<file path="src/hdl/gsn_pkg.sv">
package gsn_pkg;

  // divider operand widths
  localparam int DIV_W = 24;
  localparam int DVS_W = 16;
  // bin accumulator width
  localparam int ACC_W = 26;

  localparam logic [1:0] ST_BIN   = 2'd0;
  localparam logic [1:0] ST_LONG  = 2'd1;
  localparam logic [1:0] ST_SHORT = 2'd2;

  localparam logic REG_THRESH = 1'b0;
  localparam logic REG_MINLEN = 1'b1;

  typedef enum logic [3:0] {
    S_IDLE, S_WRITE, S_SCAN, S_DECIDE, S_AVG_GO, S_AVG_WAIT, S_PREP, S_BIN_GO,
    S_BIN_DIV, S_BIN_WAIT, S_SMP, S_SCALE_GO, S_SCALE_WAIT, S_SHARE_GO,
    S_SHARE_WAIT, S_EMIT
  } state_e;

  typedef enum logic [1:0] {PH_FILL, PH_QUIET, PH_ONSET, PH_REC} phase_e;

  typedef enum logic [1:0] {DV_AVG, DV_BOUND, DV_SCALE, DV_SHARE} div_sel_e;

  typedef struct packed {
    logic       capture;
    logic       win_write;
    logic       fill_inc;
    logic       scan_start;
    logic       restart;
    logic       div_start;
    div_sel_e   div_sel;
    logic       axis_clr;
    logic       axis_inc;
    logic       onset_latch;
    logic       rec_store;
    logic       prep;
    logic       bin_begin;
    logic       smp_read;
    logic       smp_next;
    logic       emit_rej;
    logic [1:0] rej_code;
    logic       emit_bin;
  } cmd_t;

  typedef struct packed {
    logic scan_busy;
    logic motion;
    logic fill_last;
    logic rec_full;
    logic too_short;
    logic div_done;
    logic axis_last;
    logic smp_more;
    logic bin_last;
  } sts_t;

endpackage

</file>
<file path="src/hdl/gsn_ctrl.sv">
module gsn_ctrl import gsn_pkg::*; (
  input  logic clk_i,
  input  logic rst_ni,
  input  logic start,
  output logic busy,
  input  sts_t sts_i,
  output cmd_t cmd_o
);

  state_e state_q, state_d;
  phase_e phase_q, phase_d;

  always_ff @(posedge clk_i or negedge rst_ni) begin
    if (!rst_ni) begin
      state_q <= S_IDLE;
      phase_q <= PH_FILL;
    end else begin
      state_q <= state_d;
      phase_q <= phase_d;
    end
  end

  // next state
  always_comb begin
    state_d = state_q;
    phase_d = phase_q;
    unique case (state_q)
      S_IDLE:  if (start) state_d = S_WRITE;
      S_WRITE: begin
        if (phase_q == PH_FILL) begin
          if (sts_i.fill_last) phase_d = PH_QUIET;
          state_d = S_IDLE;
        end else begin
          state_d = S_SCAN;
        end
      end
      S_SCAN:  if (!sts_i.scan_busy) state_d = S_DECIDE;
      S_DECIDE: begin
        state_d = S_IDLE;
        unique case (phase_q)
          PH_QUIET: if (!sts_i.motion) phase_d = PH_ONSET;
          PH_ONSET: if (sts_i.motion) state_d = S_AVG_GO;
          PH_REC: begin
            if (sts_i.motion) begin
              if (sts_i.rec_full) phase_d = PH_FILL;
            end else if (sts_i.too_short) begin
              phase_d = PH_FILL;
            end else begin
              state_d = S_AVG_GO;
            end
          end
          default: state_d = S_IDLE;
        endcase
      end
      S_AVG_GO: state_d = S_AVG_WAIT;
      S_AVG_WAIT: begin
        if (sts_i.div_done) begin
          if (!sts_i.axis_last) begin
            state_d = S_AVG_GO;
          end else if (phase_q == PH_ONSET) begin
            phase_d = PH_REC;
            state_d = S_IDLE;
          end else begin
            state_d = S_PREP;
          end
        end
      end
      S_PREP:     state_d = S_BIN_GO;
      S_BIN_GO:   state_d = S_BIN_DIV;
      S_BIN_DIV:  state_d = S_BIN_WAIT;
      S_BIN_WAIT: if (sts_i.div_done) state_d = S_SMP;
      S_SMP:      state_d = sts_i.smp_more ? S_SCALE_GO : S_EMIT;
      S_SCALE_GO: state_d = S_SCALE_WAIT;
      S_SCALE_WAIT: if (sts_i.div_done) state_d = S_SHARE_GO;
      S_SHARE_GO: state_d = S_SHARE_WAIT;
      S_SHARE_WAIT: begin
        if (sts_i.div_done) state_d = sts_i.axis_last ? S_SMP : S_SCALE_GO;
      end
      S_EMIT: begin
        if (sts_i.bin_last) begin
          phase_d = PH_FILL;
          state_d = S_IDLE;
        end else begin
          state_d = S_BIN_GO;
        end
      end
      default: state_d = S_IDLE;
    endcase
  end

  // commands
  always_comb begin
    cmd_o = '0;
    cmd_o.div_sel = DV_AVG;
    unique case (state_q)
      S_IDLE:  cmd_o.capture = start;
      S_WRITE: begin
        cmd_o.win_write  = 1'b1;
        cmd_o.fill_inc   = (phase_q == PH_FILL);
        cmd_o.scan_start = (phase_q != PH_FILL);
      end
      S_DECIDE: begin
        cmd_o.axis_clr = 1'b1;
        if (phase_q == PH_REC) begin
          if (sts_i.motion) begin
            cmd_o.rec_store = 1'b1;
            if (sts_i.rec_full) begin
              cmd_o.emit_rej = 1'b1;
              cmd_o.rej_code = ST_LONG;
              cmd_o.restart  = 1'b1;
            end
          end else if (sts_i.too_short) begin
            cmd_o.emit_rej = 1'b1;
            cmd_o.rej_code = ST_SHORT;
            cmd_o.restart  = 1'b1;
          end
        end
      end
      S_AVG_GO: begin
        cmd_o.div_start = 1'b1;
        cmd_o.div_sel   = DV_AVG;
      end
      S_AVG_WAIT: begin
        if (sts_i.div_done) begin
          cmd_o.axis_inc    = !sts_i.axis_last;
          cmd_o.onset_latch = sts_i.axis_last && (phase_q == PH_ONSET);
        end
      end
      S_PREP:   cmd_o.prep = 1'b1;
      S_BIN_GO: cmd_o.bin_begin = 1'b1;
      S_BIN_DIV: begin
        cmd_o.div_start = 1'b1;
        cmd_o.div_sel   = DV_BOUND;
      end
      S_SMP: begin
        cmd_o.axis_clr = 1'b1;
        cmd_o.smp_read = sts_i.smp_more;
      end
      S_SCALE_GO: begin
        cmd_o.div_start = 1'b1;
        cmd_o.div_sel   = DV_SCALE;
      end
      S_SHARE_GO: begin
        cmd_o.div_start = 1'b1;
        cmd_o.div_sel   = DV_SHARE;
      end
      S_SHARE_WAIT: begin
        if (sts_i.div_done) begin
          cmd_o.axis_inc = !sts_i.axis_last;
          cmd_o.smp_next = sts_i.axis_last;
        end
      end
      S_EMIT: begin
        cmd_o.emit_bin = 1'b1;
        cmd_o.restart  = sts_i.bin_last;
      end
      default: cmd_o.capture = 1'b0;
    endcase
  end

  assign busy = (state_q != S_IDLE);

endmodule
</file>
<file path="config.mk">
export PLATFORM = sky130hd
export DESIGN_NAME = gsn_ctrl
export DESIGN_NICKNAME = d
export VERILOG_FILES = /design/src/hdl/gsn_pkg.sv /design/src/hdl/gsn_ctrl.sv
export SDC_FILE = /design/constraint.sdc
export NUM_CORES = 1
export LEC_CHECK = 0
export BUFFER_PORTS_ARGS = -buffer_cell sky130_fd_sc_hd__buf_2
export CORE_MARGIN = 1
export CORE_UTILIZATION = 51
export CTS_CLUSTER_SIZE = 10
export DETAILED_ROUTE_END_ITERATION = 8
export PLACE_DENSITY_LB_ADDON = 0.25
export SETUP_SLACK_MARGIN = 0.05
export SKIP_CTS_REPAIR_TIMING = 1
export SYNTH_ARGS = -nofsm -noshare
export SYNTH_HDL_FRONTEND = slang
export SYNTH_SLANG_ARGS = --single-unit
</file>
<file path="constraint.sdc">
create_clock -name clk_i -period 3.65 [get_ports clk_i]
set_input_delay 0.5475 -clock clk_i [delete_from_list [all_inputs] [get_ports clk_i]]
set_output_delay 0.5475 -clock clk_i [all_outputs]
set_load 0.005 [all_outputs]
</file>
Yosys cells after proc, flatten, opt, wreduce, memory -nomap -nowiden:

Cells that the tools add are included.

* reduce and logical (&&, ||, !) cells: 10
* mux-type cells: 56
* equality and inequality tests: 33

Operators by type and width (count)
* $pmux W4 S16: 1
* $mux W3: 13
* $eq A4 B4 Y1 const B: 8
* $mux W2: 12
* $mux W4: 6
* $ne A2 B2 Y1 const B: 11
* $mux W1: 18
* $eq A4 B3 Y1 const B: 4
* $pmux W3 S4: 1
* $reduce_and A11 Y1: 1
* $eq A4 B2 Y1 const B: 2
* $ne A4 B4 Y1 const B: 2
* $pmux W2 S4: 1
* $reduce_bool A4 Y1: 2
* $pmux W3 S2: 1
* $reduce_and A6 Y1: 1
* $eq A2 B2 Y1 const B: 2
* $eq A4 B1 Y1 const B: 1
* $logic_not A4 Y1: 1
* $pmux W1 S2: 2
* $pmux W2 S2: 1
* $ne A3 B2 Y1 const B: 1
* $ne A3 B3 Y1 const B: 1
* $eq A2 B1 Y1 const B: 1
* other kinds (5): 5

* flip-flop bits (word level): 6
* output and inout port bits: 21
* word-level logic and storage cells: 101
* input port bits: 12

Logic depth before layout (Yosys ltp):

Gate-level depths: netlist of the first run.

* word-level depth: 5
* depth in mapped cells: 6
* mapped depth without buffers: 4

Worst setup path before layout of the first run:

No wires, ideal clock.

* path kind: reg-to-output
* start: reg state_q[3]
* end: out cmd_o[15] (netlist bit)
* setup slack: 1.747 ns
* required time: 3.102 ns
* cell stages (with the launch flop): 7
* buffers on the path: 2
* data arrival time: 1.355 ns
* path through: dfrtp_1 buf_6 or2_1 clkbuf_1 nor2_1 nand3_1 o21ai_0

RTL lines
* from (decl): line gsn_ctrl.sv:10 `state_e state_q, state_d;`
* from (signal assigned): line gsn_ctrl.sv:18 `state_q <= state_d;`
* to (decl): line gsn_ctrl.sv:7 `output cmd_t cmd_o`

==> out/qor.yml, run 1 <==
ir_drop_v: 0.0005822
cp.arrival_ns: 1.95
diodes: 0
hold_path_class: "in2async"
ant_nets: 0
nNetsFinal: 154
core_area_sq_mm: 0.001383
drc_errors: 0
cts_buffer_depth: 2
end_kind: "primary output"
holdWs_ns: 0.1149
place_ws_ns: 1.415
r2r_start: "state_q[3]$_DFFE_PN0P_"
synth_xor_area_frac: 0.02181
tightest_slew_ns: 0.6044
die_x_um: 41.69
synthMuxAreaShare: 0.02648
grt_max_degree: 21
syn-cell-area_sq_um: 803.3
crit_type: "reg2out"
syn_to_final_growth_pct: 19.16
clock.fmax_mhz: 401.2
grt_pass1_vias: 849
totalWireLength_mm: 2.160
cp-start-kind: "flop"
row_count: 13
cp_max_fo: 17
synth_simple_gate_area_share: 0.4190
yosysUniqueCellTypes: 45
syn-instance-count: 113
synth_edf_count: 0
cts_tree: "yes"
synth_fa_ha_area_frac: 0
num_io_pins: 33
r2r_end: "phase_q[1]$_DFFE_PN0P_"
cts.clk_slew.worst_paths_ns: 0.05
synth_area_per_cell_sq_um: 7.109
place_congestion: 0.8517
worst_slack_ns: 1.157
grt_use_total: 0.2635
p_leak_uw: 0.0004702
dominantRegCellSynth: "dfrtp_1"
syn_nets: 125
io_buffers: 32
finalCritPeriodShare: 0.6829
nFillCells: 106
start_util: 0.5810
layout-drive-gt1-share: 0.3000
die-area_sq_mm: 0.001738
synth_top_family_by_area: "simple AND/OR/NAND/NOR gates"
die_h_um: 41.69
relSlewSlack: 0.5958
setup_tns_ns: 0
drtPass1Iterations: 4
outcome: "completed"
ys_seq_area_frac: 0.1869
vias_per_cell: 6.245
vias: 968
drtIter0Drc: 42
dp.final_hpwl_mm: 1.601
skew_ns: 0.004576
setup_viol: 0
grt_overflow: 0
slew_viol_final: 0
cap_violations: 0
reg2reg_setup_slack_ns: 1.39
rsz0062_at_grt: "false"
critical_path_required_ns: 3.10
clock-sinks: 6
numCtsBuffers: 3
crit_start: "state_q[0]$_DFFE_PN0P_"
avgRoutedWirePerCell_um: 13.94
synth_seq_cells: 6
min_period_ns: 2.493
root_buffer: "clkbuf_4"
cp-endpoint: "cmd_o[15]"
synth_compound_area_frac: 0.2586
antenna_found_initial: 0
synthArstFlopShare: 1.000
power_density_mw_per_mm2: 737.3
clock_latency_ns: 0.25
grt_pass1_wl_mm: 3.657
reg2reg_depth: 4
yosys_warnings: 0
hold_viol: 0
htree_levels: 1
[area by class of cell]
type	count	area (sq um)	share of cell area
clock buffer	3	22.52	0.02353
inverter	6	22.52	0.02353
multi-input combinational	93	583.1	0.6092
sequential	6	150.1	0.1569
tap	15	18.77	0.01961
timing repair buffer	32	160.2	0.1673
[how the worst min path moves through the flow]
stage | to | cells after the start
after floorplan | phase_q[0]$_DFFE_PN0P_ | 0
after global placement | phase_q[0]$_DFFE_PN0P_ | 1
after detailed placement | phase_q[1]$_DFFE_PN0P_ | 1
after CTS | state_q[0]$_DFFE_PN0P_ | 1
after global routing | state_q[0]$_DFFE_PN0P_ | 1
final | state_q[0]$_DFFE_PN0P_ | 1
[report_power, final]
group          internal [uW]  switching (uW)  leakage (uW)
registers               96.9             117     0.0000724
clock network           37.3            26.1     0.0000138
logic                    217             212      0.000384
[logic make-up (layout without fill, tap and decap cells)]
family | after synthesis | count (layout)
and+or+nand+nor | 61 | 61
AOI/OAI and AO/OA | 28 | 28
buffers and inverters | 14 | 41
DFF | 6 | 6
xor gates and xnor gates | 2 | 2
muxes | 2 | 2
[worst max-delay path, cell delays in order (launching register included)]
cell,delay (ns)
dfrtp_1,0.65
nand2_1,0.29
nor2_1,0.24
nand3_1,0.19
o21ai_0,0.19
buf_2,0.13
[metal layers]
metal / part of all wire / vias to the layer above / global-route usage
met2: 0.49 / 65 / 0.4469
met3: 0.10 / 6 / 0.06957
met1: 0.40 / 437 / 0.3324
met5: 0 / - / 0
met4: 0.0074 / 0 / 0.05806
li1: - / 460 / -
[synthesized netlist by cell type (all sizes together) (2+ instances only)]
library cell	number	area, sq um
dfrtp	6	150.1
o21a	3	22.52
nor2b	4	25.02
a2111oi	2	23.77
o21ai	5	25.02
nor3	6	30.03
nand3	3	15.01
clkbuf	4	15.01
a21oi	4	20.02
buf	4	32.53
o32a	2	20.02
nand2b	7	43.79
or3b	2	17.52
nand2	9	33.78
or2	2	12.52
nor2	16	60.06
nor3b	2	15.01
inv	6	22.52
o22ai	2	12.51
and3b	3	27.53
and2	2	12.51
[layout by cell type, fill, tap and decap left out, types with 2 or more instances in the layout]
master and n:
nor2_1 16, o21a_1 3, nand3_1 3, inv_1 6, o22ai_1 2, o32a_1 2, nand2b_1 7, and3b_1 2
o21ai_0 5, nor2b_1 4, nand2_1 9, nor3_1 6, clkbuf_4 3, and2_1 2, a21oi_1 4, buf_2 32
nor3b_1 2, dfrtp_1 6
[sequential cells by signal, indices dropped and copies added (netlist names)]
name	count
phase_q	2
state_q	4
[per-stage QoR]
| stage | area, sq um | total power, uW | utilization | instances |
|---|---|---|---|---|
| 2_1_floorplan | 803.3 | 540.1 | - | 113 |
| 3_3_place_gp | 934.6 | 622.0 | 0.6760 | 152 |
| 3_5_place_dp | 934.6 | 634.4 | 0.6760 | 152 |
| 4_1_cts | 957.2 | 699.7 | 0.6923 | 155 |
| 5_1_grt | 957.2 | 771.2 | 0.6923 | 155 |
| 6_report | 957.2 | 705.7 | 0.6923 | 155 |
Power figures use the tool's default switching activity.
==> run 2: changes to the inputs <==
--- a/config.mk
+++ b/config.mk
@@ -5,9 +5,10 @@
 export SDC_FILE = /design/constraint.sdc
 export NUM_CORES = 1
 export LEC_CHECK = 0
+export ABC_AREA = 1
 export BUFFER_PORTS_ARGS = -buffer_cell sky130_fd_sc_hd__buf_2
 export CORE_MARGIN = 1
-export CORE_UTILIZATION = 51
+export CORE_UTILIZATION = 46
 export CTS_CLUSTER_SIZE = 10
 export DETAILED_ROUTE_END_ITERATION = 8
 export PLACE_DENSITY_LB_ADDON = 0.25
==> constraint.sdc (replaced) <==
create_clock -name clk_i -period 2.5 [get_ports clk_i]
set_input_delay 0.375 -clock clk_i [delete_from_list [all_inputs] [get_ports clk_i]]
set_output_delay 0.375 -clock clk_i [all_outputs]
set_load 0.005 [all_outputs]
==> out/qor.yml, run 2 <==
hold_viol: 0
core_area_sq_mm: 0.001524
power_density_mw_per_mm2: 941.0
finalCritPeriodShare: 0.7592
grt_pass1_wl_mm: 3.698
layout-drive-gt1-share: 0.3276
clock-sinks: 6
grt_overflow: 0
cp-endpoint: "cmd_o[10]"
totalWireLength_mm: 2.017
synth_area_leader_cell: "nand2_1"
avgRoutedWirePerCell_um: 10.62
antenna_found_initial: 0
cts.clk_slew.worst_paths_ns: 0.05
synth_edf_count: 0
syn-instance-count: 138
skew_ns: 0.006160
clock.fmax_mhz: 526.8
row_count: 14
critical_path_required_ns: 2.12
regArea_sq_um: 150.1
dp.final_hpwl_mm: 1.719
slew_viol_final: 0
syn-cell-area_sq_um: 764.5
dominantRegCellSynth: "dfrtp_1"
finalInstanceArea_sq_um: 977.2
largest_reg_flops: 4
ant_nets: 0
drc_errors: 0
yosysMostFrequentCell: "nand2_1"
syn_to_final_growth_pct: 27.82
vias_per_cell: 4.942
place_congestion: 0.9366
nNetsFinal: 188
synth_top_cell_area_share: 0.2160
diodes: 0
setup_tns_ns: 0
placedInstanceArea_sq_um: 944.7
die_x_um: 42.77
r2r_end: "phase_q[1]$_DFFE_PN0P_"
drtPass1Iterations: 4
synth_seq_cells: 6
vias: 939
ys_seq_area_frac: 0.1964
crit_type: "reg2out"
drtIter0Drc: 15
die-area_sq_mm: 0.001829
cp_max_fo: 8
crit_start: "state_q[0]$_DFFE_PN0P_"
num_io_pins: 33
ir_drop_v: 0.0006038
top_register: "state_q"
cp.arrival_ns: 1.52
yosys_warnings: 0
synthArstFlopShare: 1.000
htree_levels: 1
cap_violations: 0
reg2reg_depth: 9
reg_top3: "state_q x4, phase_q x2"
tightest_slew_ns: 0.3246
cts_tree: "yes"
relSlewSlack: 0.7836
clock_latency_ns: 0.24
start_util: 0.5016
io_buffers: 32
reg2reg_setup_slack_ns: 1.11
outcome: "completed"
final_common_cell: "nand2_1"
final_cell_mix: "nand2_1 (44), buf_2 (32), nor2_1 (21)"
ys_top_cells_by_area: "nand2_1 (22%), dfrtp_1 (20%), nor2_1 (10%)"
end_kind: "primary output"
rsz0062_at_grt: "false"
min_period_ns: 1.898
root_buffer: "clkbuf_4"
cts_buffer_depth: 2
cp-start-kind: "flop"
r2r_start: "state_q[1]$_DFFE_PN0P_"
nFillCells: 153
grt_use_total: 0.2601
hold_path_class: "in2async"
synth_area_per_cell_sq_um: 5.540
p_leak_uw: 0.0006189
multiInputGateArea_sq_um: 531.8
numCtsBuffers: 3
syn_nets: 150
yosysUniqueCellTypes: 19
setup_viol: 0
grt_pass1_vias: 895
grt_max_degree: 9
die_h_um: 42.77
synth_common_cells: "nand2_1 (44), nor2_1 (21), inv_1 (18)"
[run 2: cell count changes after synthesis, sizes merged, moves of 3 or more]
cell    delta
buf        -4
nor2      +12
nor2b      -4
clkbuf     -4
nand2     +46
nand3      +3
o21a       -3
and3b      -3
inv       +16
nand2b     -7
[run 2: metrics by stage]
stage | cells | setup slack, ns | power, uW | hold WS [ns] | util
final | 190 | 0.6019 | 919.6 | 0.4820 | 0.6412
after global routing | 190 | 0.4401 | 1033 | 0.4827 | 0.6412
after CTS | 189 | 0.5895 | 926.1 | -0.05808 | 0.6346
after detailed placement | 186 | 0.8461 | 832.7 | 0.2069 | 0.6199
after global placement | 186 | 0.9046 | 821.1 | 0.2066 | 0.6199
after floorplan | 138 | 1.077 | 664.5 | 0.07941 | -
[run 2: worst min-delay path by stage]
stage / to / cells after the start / start
global placement: phase_q[1]$_DFFE_PN0P_ / 1 / rst_ni
detailed placement: phase_q[1]$_DFFE_PN0P_ / 1 / rst_ni
global route: phase_q[1]$_DFFE_PN0P_ / 2 / rst_ni
finish: phase_q[0]$_DFFE_PN0P_ / 2 / rst_ni
floorplan: phase_q[0]$_DFFE_PN0P_ / 0 / rst_ni
CTS: phase_q[1]$_DFFE_PN0P_ / 1 / rst_ni
[run 2: logic make-up after synthesis]
kind of cell	count (synthesis)	synth area share
buffers and inverters	22	0.1080
and+or+nand+nor	96	0.5941
AOI/OAI and AO/OA	14	0.1015
DFF	6	0.1964
[run 2: per-layer routing]
layer  global-route usage  part of all wire
met4              0.04375                 0
met2               0.4515              0.48
met3              0.08085             0.045
met1               0.3159              0.47
met5                    0                 0
[run 2: final cells by class]
class,count,area share
Sequential cell,6,0.1536
Tap cell,16,0.02049
Timing Repair Buffer,33,0.1741
Inverter,22,0.08451
Clock buffer,3,0.02305
Multi-Input combinational cell,110,0.5442
[run 2: power breakdown]
group	internal (uW)	total, uW	switching [uW]
clock network	54.2	87.2	33.0
registers	139	203	63.7
logic	228	630	402
[run 2: critical path: stages, from the launching register on]
cell and delay [ns]:
dfrtp_1 0.46, inv_2 0.14, nand2_1 0.11, nor2_1 0.14
inv_2 0.06, a211oi_1 0.22, buf_2 0.16
==> run 3: changes to the inputs <==
--- a/config.mk
+++ b/config.mk
@@ -8,7 +8,7 @@
 export ABC_AREA = 1
 export BUFFER_PORTS_ARGS = -buffer_cell sky130_fd_sc_hd__buf_2
 export CORE_MARGIN = 1
-export CORE_UTILIZATION = 46
+export CORE_UTILIZATION = 42
 export CTS_CLUSTER_SIZE = 10
 export DETAILED_ROUTE_END_ITERATION = 8
 export PLACE_DENSITY_LB_ADDON = 0.25
==> constraint.sdc (replaced) <==
create_clock -name clk_i -period 1.68 [get_ports clk_i]
set_input_delay 0.252 -clock clk_i [delete_from_list [all_inputs] [get_ports clk_i]]
set_output_delay 0.252 -clock clk_i [all_outputs]
set_load 0.005 [all_outputs]
==> out/qor.yml, run 3 (synthesis gave the netlist of run 2 again) <==
outcome: "completed"
clock-sinks: 6
hold_path_class: "in2async"
avgRoutedWirePerCell_um: 11.19
totalWireLength_mm: 2.316
cap_violations: 0
cp_max_fo: 5
antenna_found_initial: 0
vias_per_cell: 4.976
finalInstanceArea_sq_mm: 0.001136
clock.fmax_mhz: 598.0
cts_buffer_depth: 2
row_count: 15
top_register: "state_q"
r2r_start: "state_q[3]$_DFFE_PN0P_"
htree_levels: 1
nNetsFinal: 196
cts.clk_slew.worst_paths_ns: 0.04
hold_viol: 0
placedInstanceArea_sq_um: 955.9
ant_nets: 0
crit_start: "state_q[0]$_DFFE_PN0P_"
drtIter0Drc: 23
dp.final_hpwl_mm: 1.646
core_area_sq_mm: 0.001708
skew_ns: 0.006000
final_cell_mix: "nand2_1 (39), buf_2 (32), nor2_1 (17)"
cp-start-kind: "flop"
reg2reg_setup_slack_ns: 0.21
largest_reg_flops: 4
crit_slowest_cell: "dfrtp_2"
holdWs_ns: 0.3596
power_density_mw_per_mm2: 1468
cp_top_family: "flip-flops"
p_leak_uw: 0.0006930
ir_drop_v: 0.0009608
start_util: 0.4476
critPathMaxStageDelay_ns: 0.45
grt_overflow: 0
grt_max_degree: 9
drc_errors: 0
rsz0062_at_grt: "true"
final_common_cell: "nand2_1"
die_h_um: 44.67
root_buffer: "clkbuf_4"
finalCritPeriodShare: 0.9954
setup_viol: 0
setup_tns_ns: 0
min_period_ns: 1.672
die_x_um: 44.67
diodes: 0
relSlewSlack: 0.7945
clock_latency_ns: 0.24
worst_slack_ns: 0.007729
io_buffers: 32
grt_pass1_wl_mm: 3.256
vias: 1030
reg_top3: "state_q x4, phase_q x2"
syn_to_final_growth_pct: 48.61
critical_path_required_ns: 1.43
place_ws_ns: 0.1451
grt_pass1_vias: 783
place_congestion: 0.9902
worstPathCellList: "inv_4, nand2_4, nor2_4, inv_2, a211oi_2, buf_2"
drtPass1Iterations: 5
reg2reg_depth: 8
grt_use_total: 0.2188
num_io_pins: 33
layout-drive-gt1-share: 0.4615
cts_tree: "yes"
crit_type: "reg2out"
die-area_sq_mm: 0.001995
r2r_end: "state_q[2]$_DFFE_PN0P_"
worst-path-buf-inv: 3
tightest_slew_ns: 0.3082
slew_viol_final: 0
end_kind: "primary output"
numCtsBuffers: 3
final_util: 0.6652
cp.arrival_ns: 1.42
run 3: cell types whose count changed in the layout (fill, tap and decap cells not counted), sizes merged:
cell / before / now
buf: 32 / 40
run 3: cell type report:
class	instances	area [sq um]
multi-input cells	110	610.6
inverters	22	87.58
clock buffers	3	22.52
repair buffers	41	230.2
flip-flops and latches	6	153.9
well taps	25	31.28
fillers	162	571.8
run 3: worst max-delay path by stage:
| stage | to | slack [ns] | cells past startpoint |
|---|---|---|---|
| 5_1_grt | cmd_o[10] | -0.02 | 6 |
| 2_1_floorplan | cmd_o[1] | 0.38 | 4 |
| 6_report | cmd_o[10] | 0.008 | 6 |
| 3_5_place_dp | cmd_o[10] | 0.15 | 6 |
| 4_1_cts | cmd_o[10] | -0.12 | 6 |
| 3_3_place_gp | cmd_o[10] | 0.18 | 5 |
run 3: per-layer routing:
layer  up-vias  share of wire  global-route usage
li1        517              -                   -
met1       467           0.44              0.3233
met2        38           0.49              0.3176
met3         8          0.061             0.02041
met4         0          0.013              0.1030
met5         -              0                   0
run 3: through the flow:
step	total power, uW	instances
final	1667	207
after global routing	1802	207
after CTS	1381	198
after detailed placement	1243	195
after global placement	1231	195
after floorplan	988.9	138
run 3: power breakdown:
group          switching (uW)  leakage (uW)  internal (uW)
Sequential                125     0.0000719            213
Combinational             726      0.000607            477
Clock                    45.3     0.0000138           80.4
Total                     897      0.000693            771
